===== config.mk =====
export PLATFORM = sky130hd
export DESIGN_NAME = tsb_ctrl
export DESIGN_NICKNAME = d
export VERILOG_FILES = /design/src/design/tsb_pkg.sv /design/src/design/tsb_ctrl.sv
export SDC_FILE = /design/constraint.sdc
export NUM_CORES = 1
export LEC_CHECK = 0
export BUFFER_PORTS_ARGS = -buffer_cell sky130_fd_sc_hd__buf_2
export CAP_MARGIN = 20
export CORE_MARGIN = 2
export CORE_UTILIZATION = 30
export DETAILED_ROUTE_END_ITERATION = 12
export PLACE_DENSITY = 0.59
export RECOVER_POWER = 25
export SYNTH_ARGS = -nofsm -noshare
export SYNTH_HDL_FRONTEND = slang
export SYNTH_SLANG_ARGS = --single-unit

===== constraint.sdc =====
create_clock -name clk -period 2.3 [get_ports clk]
set_input_delay 0.23 -clock clk [delete_from_list [all_inputs] [get_ports clk]]
set_output_delay 0.23 -clock clk [all_outputs]
set_load 0.005 [all_outputs]

===== src/design/tsb_pkg.sv =====
// ----------------------------------------------------------------------------
// tsb_pkg
// Shared types and constants for the bilinear texture sampler.
// ----------------------------------------------------------------------------
`default_nettype none
package tsb_pkg;
  localparam int AddrBits = 16;
  localparam int FracBits = 16;
  localparam int DimBits  = 9;

  localparam logic [1:0] RegWidth  = 2'd0;
  localparam logic [1:0] RegHeight = 2'd1;
  localparam logic [1:0] RegMode   = 2'd2;

  localparam logic ActWrite  = 1'b0;
  localparam logic ActSample = 1'b1;

  typedef enum logic [2:0] {
    ST_IDLE,
    ST_SCALE,
    ST_ADDR,
    ST_FETCH,
    ST_BLEND,
    ST_OUT
  } state_t;

  typedef struct packed {
    logic load;
    logic scale;
    logic addr;
    logic fetch;
    logic blend;
    logic [1:0] tap;
  } cmd_t;

  typedef struct packed {
    logic is_write;
    logic nearest;
  } sts_t;
endpackage
`default_nettype wire


===== src/design/tsb_ctrl.sv =====
// ----------------------------------------------------------------------------
// tsb_ctrl
// Sequencer: scale, address, fetch one or four texels, blend, hand off.
// ----------------------------------------------------------------------------
`default_nettype none
module tsb_ctrl (
  input  wire logic           clk,
  input  wire logic           rst_n,
  input  wire logic           in_fire,
  input  wire logic           out_free,
  input  wire tsb_pkg::sts_t  sts,
  output tsb_pkg::cmd_t       cmd,
  output logic                busy,
  output logic                res_load
);
  import tsb_pkg::*;

  state_t     state_r, state_nxt;
  logic [2:0] cnt_r, cnt_nxt;

  always_ff @(posedge clk) begin
    if (!rst_n) begin
      state_r <= ST_IDLE;
      cnt_r   <= '0;
    end else begin
      state_r <= state_nxt;
      cnt_r   <= cnt_nxt;
    end
  end

  always_comb begin
    state_nxt = state_r;
    cnt_nxt   = cnt_r;
    unique case (state_r)
      ST_IDLE:  if (in_fire && !sts.is_write) state_nxt = ST_SCALE;
      ST_SCALE: state_nxt = ST_ADDR;
      ST_ADDR: begin
        state_nxt = ST_FETCH;
        cnt_nxt   = '0;
      end
      ST_FETCH: begin
        cnt_nxt = cnt_r + 3'd1;
        if (cnt_r == 3'd5 || (sts.nearest && cnt_r == 3'd2)) state_nxt = ST_BLEND;
      end
      ST_BLEND: state_nxt = ST_OUT;
      ST_OUT:   if (out_free) state_nxt = ST_IDLE;
      default:  state_nxt = ST_IDLE;
    endcase
  end

  always_comb begin
    cmd      = '0;
    busy     = 1'b1;
    res_load = 1'b0;
    unique case (state_r)
      ST_IDLE: begin
        busy     = 1'b0;
        cmd.load = in_fire;
      end
      ST_SCALE: cmd.scale = 1'b1;
      ST_ADDR:  cmd.addr  = 1'b1;
      ST_FETCH: begin
        cmd.fetch = (cnt_r != 3'd0) && (cnt_r <= (sts.nearest ? 3'd1 : 3'd4));
        cmd.tap   = cnt_r[1:0] - 2'd1;
      end
      ST_BLEND: cmd.blend = 1'b1;
      ST_OUT:   res_load = out_free;
      default:  busy = 1'b1;
    endcase
  end
endmodule
`default_nettype wire


==> results.txt, run 1 <==
Setup slack on the worst reg-to-reg path comes out at 0.92 ns. The detailed-route wire length is 1.000 mm. The number of library cell types mapped by synthesis is 29. The floorplan has 14 rows.

The number of antenna violations at the first check in global routing is 0. The min-delay analysis places its worst path in the category input pin to flop. The kind of critical path is flop to output port. The share of synthesized registers carrying an async set or reset is 0%. The wire length of the first global-routing pass came out at 1.662 mm.

In the post-synthesis netlist, the biggest area contributors are dfxtp_1 (25%), ha_1 (15%), nor2_1 (5.4%). The multiplexer share of the synthesized area is 0%. The worst hold path passes through 2 cells. CTS saw 6 sinks. The number of routed nets with antenna violations came out at 0. The x dimension of the die is 44.38 um. The total of buffers placed on input and output ports came out at 14. The total power is 450.8 uW. Synthesis inferred 6 register bits. The global router's overall resource usage came out at 12.12%. The run finished with clean final reports. For this design the ratio of total power to cell area is 781.5 mW/mm^2. The count of flip-flops with a built-in enable after synthesis came out at 0. The library cell with the highest instance count after synthesis is nor2_1. The synthesized area per cell came out at 8.020 um^2. Static timing analysis puts the maximum clock frequency at 559.8 MHz. The count of fill cells added during filler insertion is 161. The number of global-route vias before repair came out at 393. The storage element area is 120.1 um^2.

The clock arrives with 0.003524 ns of skew. The worst hold path terminates at cnt_r[0]$_SDFFE_PN0P_. The capture instance of the worst register-to-register path is state_r[2]$_SDFFE_PN0P_.

Summing the areas of all compound-gate instances in the mapped netlist gives 20.20% of the synthesized area. The largest buffer count on any clock path is 2. In this run the static leakage power is 0.2666 nW.

The area of the placeable core is 0.001524 mm^2. The largest total area in the synthesized netlist belongs to dfxtp_1. STA classifies the critical path endpoint as an output port. The total of cells resized after clock tree synthesis came out at 0. The max-slew violation count came out at 0.

The number of violations reported at the end of detailed-routing iteration 0 is 8. The number of levels the H-tree was split into came out at 1. The number of warnings reported in the yosys synthesis log came out at 0. The minimum clock period after layout is 1.786 ns. VDD sags by at most 0.0002888 V.

The adder and majority gate portion of the synthesized area came out at 15.35%. The first detailed-routing pass took 4 iterations. The final setup TNS came out at 0 ns.

The endpoint arrival time on the critical path came out at 1.56 ns. Hold timing on the final database bottoms out at a slack of 0.2671 ns. The number of cells on the worst reg-to-reg path is 4. The number of diodes added for antenna fixing came out at 0.

The placed wire-length estimate after detailed placement is 767.6 um. Detailed routing inserted a total of 468 vias. The die covers 0.001970 mm^2. Of the available clock period, the critical path in the final layout requires 77.67%. Of the cells placed in the final design, the portion with a size suffix greater than 1 is 24.00%.

The remaining max-slew budget at the tightest pin is 73.07%. The worst hold path begins at rst_n. The total congestion overflow came out at 0.

The worst-margin pin slew is 0.4034 ns. The number of maximum-capacitance violations is 0. The cell count after synthesis came out at 61. The total standard cell area after synthesis is 489.2 um^2.

After synthesis, flip-flops and latches occupy 24.55% of the total area. The multi-input combinational cells in the finished layout cover a total of 329.1 um^2. The maximum fanout encountered on the critical timing path came out at 10. The area growth from synthesis to layout came out at 17.90%. For this run, the leading register cell type out of synthesis is dfxtp_1. The count of buffers added by post-CTS timing repair for setup is 0. The total of endpoints with negative setup slack in the final report is 0. After clock tree synthesis, the clock-pin slew on the worst setup and hold paths is 0.05 ns.

Counting the buffers created by CTS gives 3. TritonCTS built the clock tree. Setup repair after global routing left no endpoint under its margin.

STA classifies the critical path startpoint as a flop. The worst reg2reg path startpoint is state_r[1]$_SDFFE_PN0P_. The number of primary I/O pins came out at 15. The final number of hold-violating endpoints came out at 0. For this run, design rule violations remaining after detail routing come to 0. Data on the critical path is required at its endpoint by 2.07 ns.

The die height came out at 44.38 um. The starting density of the core came out at 32.10%. Sorting the synthesized cells by how often they occur yields nor2_1 (7), dfxtp_1 (6), ha_1 (6), nand2_1 (5). In this run the biggest area consumer among cell types represents 24.55% of the synthesized area. The final estimated routing congestion in global placement came out at 0.8614. The final layout net count is 89. The post-synthesis share of cell area spent on xor and xnor gates is 0%. The maximum number of pins on one net before global-route repair came out at 15.

The synthesized netlist devotes 33.25% of its cell area to simple gates. The worst-skew pair later-pin latency is 0.25 ns. Buffers inserted to repair hold after CTS numbered 0.

By area, the combinational part of the netlist is dominated by simple AND/OR/NAND/NOR gates. In the routed layout, each cell is associated on average with a via count of 5.143. The synthesized net count is 73. Clock tree synthesis selected as its root buffer the cell clkbuf_4. The routed wirelength normalized by instance count is 10.99 um.
==> per-stage QoR <==
step / util, % / worst slack, ns / area (um^2) / std cells
2_1_floorplan: - / 0.9308 / 489.2 / 61
3_5_place_dp: 36.86 / 0.7759 / 561.8 / 88
6_report: 37.85 / 0.5137 / 576.8 / 91
4_1_cts: 38.34 / 0.5089 / 584.3 / 91
3_3_place_gp: 36.86 / 0.8314 / 561.8 / 88
5_1_grt: 37.85 / 0.3909 / 576.8 / 91
==> registers in the layout, summed over array words and instances (netlist names) <==
| name | flops |
|---|---|
| cnt_r | 3 |
| state_r | 3 |
==> logic make-up after synthesis <==
family | after synthesis
buffers and inverters | 7
DFF | 6
AOI/OAI and AO/OA | 14
adders and majority gates | 6
and+or+nand+nor | 28
==> power by group <==
group          leakage (nW)  internal [mW]  switching (mW)
clock                0.0138         0.0592          0.0401
combinational         0.204          0.103          0.0786
sequential           0.0489          0.124          0.0461
total                 0.267          0.286           0.165
==> metal layers <==
metal,vias up,GRT usage [%],part of all wire [%]
met3,0,4.898,4.9
met2,13,17.65,48
met1,213,14.14,47
met4,0,9.091,0
li1,242,-,-
met5,-,0,0
==> layout make-up <==
type	count	share of cell area, %
Clock buffer	3	3.905
Inverter	4	2.603
Multi-Input combinational cell	48	57.05
Sequential cell	6	20.82
Tap cell	16	3.471
Timing Repair Buffer	14	12.15
==> worst max path at each step <==
stage	slack, ns	endpoint	startpoint
2_1_floorplan	0.93	cmd[3]	cnt_r[0]$_SDFFE_PN0P_
3_5_place_dp	0.78	cmd[3]	cnt_r[0]$_SDFFE_PN0P_
6_report	0.51	cmd[3]	state_r[1]$_SDFFE_PN0P_
4_1_cts	0.51	cmd[3]	cnt_r[0]$_SDFFE_PN0P_
5_1_grt	0.39	cmd[3]	cnt_r[0]$_SDFFE_PN0P_
3_3_place_gp	0.83	cmd[3]	cnt_r[0]$_SDFFE_PN0P_
==> critical path, stage by stage (launching register included) <==
cell	delay [ns]
dfxtp_1	0.47
nor2b_1	0.35
nand2_1	0.16
nor3_1	0.19
buf_2	0.13
==> cell usage in the layout, fill, tap and decap left out <==
master	count
a21boi_0	2
nor2_1	7
clkbuf_4	3
o22a_1	1
and2_1	1
nor4b_1	1
nor3_1	1
o221a_1	1
nand3_1	2
nand2b_1	1
dfxtp_1	6
nor2b_1	4
a22oi_1	1
o21ai_0	1
a2bb2oi_1	1
inv_1	4
nand4b_1	1
a21oi_1	4
or2b_1	1
nor3b_1	1
or3_4	1
nand3b_1	1
o21a_1	2
o21bai_1	1
ha_1	6
buf_2	14
nand2_1	5
and3_1	1
(Power assumes the default switching activity.)
==> run 2: changes to the inputs <==
--- a/config.mk
+++ b/config.mk
@@ -5,12 +5,13 @@
 export SDC_FILE = /design/constraint.sdc
 export NUM_CORES = 1
 export LEC_CHECK = 0
+export ABC_AREA = 1
 export BUFFER_PORTS_ARGS = -buffer_cell sky130_fd_sc_hd__buf_2
 export CAP_MARGIN = 20
 export CORE_MARGIN = 2
 export CORE_UTILIZATION = 30
 export DETAILED_ROUTE_END_ITERATION = 12
-export PLACE_DENSITY = 0.59
+export PLACE_DENSITY = 0.61
 export RECOVER_POWER = 25
 export SYNTH_ARGS = -nofsm -noshare
 export SYNTH_HDL_FRONTEND = slang
==> constraint.sdc (replaced) <==
create_clock -name clk -period 1.45 [get_ports clk]
set_input_delay 0.145 -clock clk [delete_from_list [all_inputs] [get_ports clk]]
set_output_delay 0.145 -clock clk [all_outputs]
set_load 0.005 [all_outputs]
==> run 2 against run 1 <==
The run now ends with negative setup slack left. Clock-buffer cell count did not move. Combinational power rose by 24%. Via count rose by 9.0%. Setup slack got worse by 0.52 ns. Area after synthesis rose by 1.0%. Routed wire length rose by 3.7%. Critical endpoint unchanged.
==> results.txt, run 2 <==
The detailed-route via count came out at 510 (+9.0%). The number of library cell types mapped by synthesis came to 20 (-31%). The number of warnings reported in the yosys synthesis log came to 0 (unchanged).

The checks that failed: negative setup slack. The count of fill cells added during filler insertion came to 157 (-2.5%). The number of standard cells in the layout, taps in and fillers out came out at 107 (+18%). The delay of the slowest cell on the worst path came out at 0.32 ns (-0.15 ns). The length of the first detailed-routing pass in iterations came to 4 (unchanged). The total of endpoints with negative setup slack in the final report is 1 (+1). The cts-stage hold buffer count came out at 0 (unchanged). The via count normalized by instance count is 4.766 (-7.3%).

The commonest cells after synthesis are nand2_1 (13), nor2_1 (12), inv_1 (11), dfxtp_1 (6), ha_1 (6). Setup repair after global routing could not meet its margin everywhere. The total DRC errors in the routed layout came to 0 (unchanged).

The total congestion overflow is 0 (unchanged). The wire length of the first global-routing pass was 1.676 mm (+0.84%). The standard-cell row count is 14 (unchanged).

The fraction of layout cells with a size suffix above 1 came out at 40.66% (+17 points). The number of levels the H-tree was split into was 1 (unchanged). The final estimated routing congestion in global placement is 0.8377 (-2.8%). After synthesis, the cell types taking the most area are dfxtp_1 (24%), ha_1 (15%), nand2_1 (9.9%). The number of cells after detailed placement is 103 (+17%). The largest registers in the layout are cnt_r (3), state_r (3). The share of synthesized registers carrying an async set or reset came out at 0% (unchanged). The launch point of the critical path is cnt_r[0]$_SDFFE_PN0P_. The highest attainable clock frequency is 685.6 MHz.

The total CTS buffers is 3 (unchanged). The global router's overall resource usage came out at 11.63% (-0.49 points). In this run the most critical hold path is launched from rst_n. The die height was 44.59 um (+0.47%). The total of buffers placed on input and output ports came out at 14 (unchanged). The total standard cell area after synthesis came out at 494.2 um^2 (+1.0%). The type of the tightest min-delay check is input pin to flop. The routed wirelength normalized by instance count came out at 9.692 um (-12%). The minimum clock period after layout came out at 1.459 ns.

The max-slew violation count came out at 0 (unchanged). The number of diodes added for antenna fixing is 0 (unchanged). The worst path uses 100.6% of the clock period. The area of the placeable core came out at 0.001524 mm^2 (unchanged). The power share of the sequential group is 34.3% (-3.4 points). The library cell used most frequently in the layout, excluding fill and tap cells, is buf_2. The largest buffer count on any clock path is 2 (unchanged).

The endpoint arrival time on the critical path came out at 1.31 ns (-0.25 ns). The power per cell area came out at 896.7 mW/mm^2 (+15%). The detailed-route wire length was 1.037 mm (+3.7%). The maximum ir drop on the vdd rail is 0.0004932 V (+71%). The signal on the critical path passes through inv_2 > ha_4 > nand2_2 > a221oi_2 > buf_2.

On the critical path, the stage with the largest delay is an instance of dfxtp_2. The area growth from synthesis to layout is 30.38%. The final number of hold-violating endpoints was 0 (unchanged).

The share of synthesized area occupied by flip-flops and latches is 24.30% (-0.25 points). The clock sink count is 6 (unchanged). The TritonCTS clock tree is done.

The dominant cell type by area after synthesis is dfxtp_1. The worst endpoint required time came out at 1.31 ns (-0.76 ns). The cell sitting at the root of the clock tree is a clkbuf_4.

The portion of synthesized cell area occupied by the leading cell type came out at 24.30% (-0.25 points). The synthesized area per cell came out at 6.770 um^2 (-16%). The starting density of the core is 32.43% (+0.33 points). The clock transition at the registers of the reported paths is 0.05 ns (about the same). The kind of critical path is flop to output port.

The combinational share of power came out at 38.9% (-1.3 points). The instance area after placement is 584.3 um^2 (+4.0%). The design area was 644.4 um^2 (+12%).

The worst-skew pair later-pin latency is 0.25 ns (about the same). The worst-margin pin slew is 0.2171 ns (-0.1863 ns). The maximum fanout encountered on the critical timing path is 3 (-7). The library cell with the highest instance count after synthesis is nand2_1. In the synthesized netlist the dominant register cell turns out to be dfxtp_1. In the layout the commonest cells are buf_2 (14), nor2_1 (12), nand2_1 (12), inv_1 (9). The remaining max-slew budget at the tightest pin is 85.51% (+12 points). The number of antenna violations at the first check in global routing came to 0 (unchanged). The number of maximum-capacitance violations came to 0 (unchanged). STA classifies the critical path startpoint as a flop. The area of the die came out at 0.001988 mm^2 (+0.95%).

The count of flip-flops with a built-in enable after synthesis came to 0 (unchanged). The final layout net count came out at 105 (+18%). The maximum number of pins on one net before global-route repair came out at 9 (-6). The number of global-route vias before repair came out at 450 (+15%).

The minimum setup slack after placement came to 0.1489 ns (-0.6269 ns). The number of violations reported at the end of detailed-routing iteration 0 came out at 19 (+11). The part of the power in the clock network is 26.7% (+4.7 points). The number of routed nets with antenna violations was 0 (unchanged). The synthesized net count is 85 (+16%). The post-synthesis sequential element count came to 6 (unchanged).

The run finished, with violations left. The placed wire-length estimate after detailed placement is 825.2 um (+7.5%). The final worst-path setup slack came to -0.008527 ns (-0.5222 ns).

The clock skew came out at 0.005789 ns (+0.002265 ns). The leakage power of the design is 0.3383 nW (+27%). The cell count after synthesis was 73 (+20%).

The switching share of power is 35.83% (-0.72 points). The worst reg2reg path startpoint is cnt_r[0]$_SDFFE_PN0P_. The register-to-register setup slack is 0.26 ns (-0.66 ns). The number of primary I/O pins is 15 (unchanged). The switching power of the nets was 207.0 uW (+26%).

The x dimension of the die is 44.59 um (+0.47%). The internal power is 370.8 uW (+30%). The critical path endpoint category is an output port.
==> run 2: critical path, delay by kind of cell, from the launching register on <==
family	cells	cell delay (ns)
AOI/OAI and AO/OA	1	0.23
adders and majority gates	1	0.27
and+or+nand+nor	1	0.05
buffers and inverters	2	0.20
DFF	1	0.32
==> run 2: what timing repair did <==
item,4_1_cts,5_1_grt
resized for setup,9,1
pin swaps,3,0
endpoints found under the setup margin,1,1
setup buffers,0,1
endpoints found under the hold margin,0,0
==> run 2: final timing paths <==
kind	cells past startpoint	end
worst max-delay path	5	cmd[3]
worst min-delay path	3	state_r[2]$_SDFFE_PN0P_
worst max register to register	8	state_r[2]$_SDFFE_PN0P_
worst min register to register	2	cnt_r[1]$_SDFFE_PN0P_
==> run 2: kinds of logic after synthesis <==
kind of cell	Yosys count	synth area share (%)
compound gates	9	12.91
xor+xnor	1	1.772
flops	6	24.30
fa+ha+maj	6	15.19
buf+inv	16	13.67
simple gates	35	32.15
==> run 2: metrics by stage <==
| step | setup TNS [ns] | total power [mW] | hold slack, ns | util (%) |
|---|---|---|---|---|
| after floorplan | 0 | 0.3460 | 0.2715 | - |
| after global placement | 0 | 0.4118 | 0.3991 | 38.34 |
| after detailed placement | 0 | 0.4129 | 0.4009 | 38.34 |
| after CTS | -0.01976 | 0.5867 | 0.1425 | 42.12 |
| after global routing | -0.04950 | 0.6222 | 0.1510 | 42.28 |
| final | -0.008527 | 0.5778 | 0.1478 | 42.28 |
==> run 2: cell type report <==
class	count	area (um^2)	area share (%)
Multi-Input combinational cell	51	332.8	51.65
Sequential cell	6	123.9	19.22
Timing Repair Buffer	17	92.59	14.37
Inverter	14	52.55	8.155
Clock buffer	3	22.52	3.495
Tap cell	16	20.02	3.107
==> run 2: power by group through the flow <==
stage	registers, mW	logic, mW	clock network (mW)
floorplan	0.197	0.149	0
global placement	0.199	0.212	0
detailed placement	0.199	0.214	0
CTS	0.198	0.228	0.161
global route	0.201	0.256	0.166
finish	0.198	0.225	0.155
==> run 2: per-layer routing <==
layer	vias to the layer above	global-route usage, %	wire, um
met4	0	1.818	6
met5	-	0	0
met1	223	13.58	458
li1	270	-	-
met2	15	19.13	516
met3	2	6.122	55
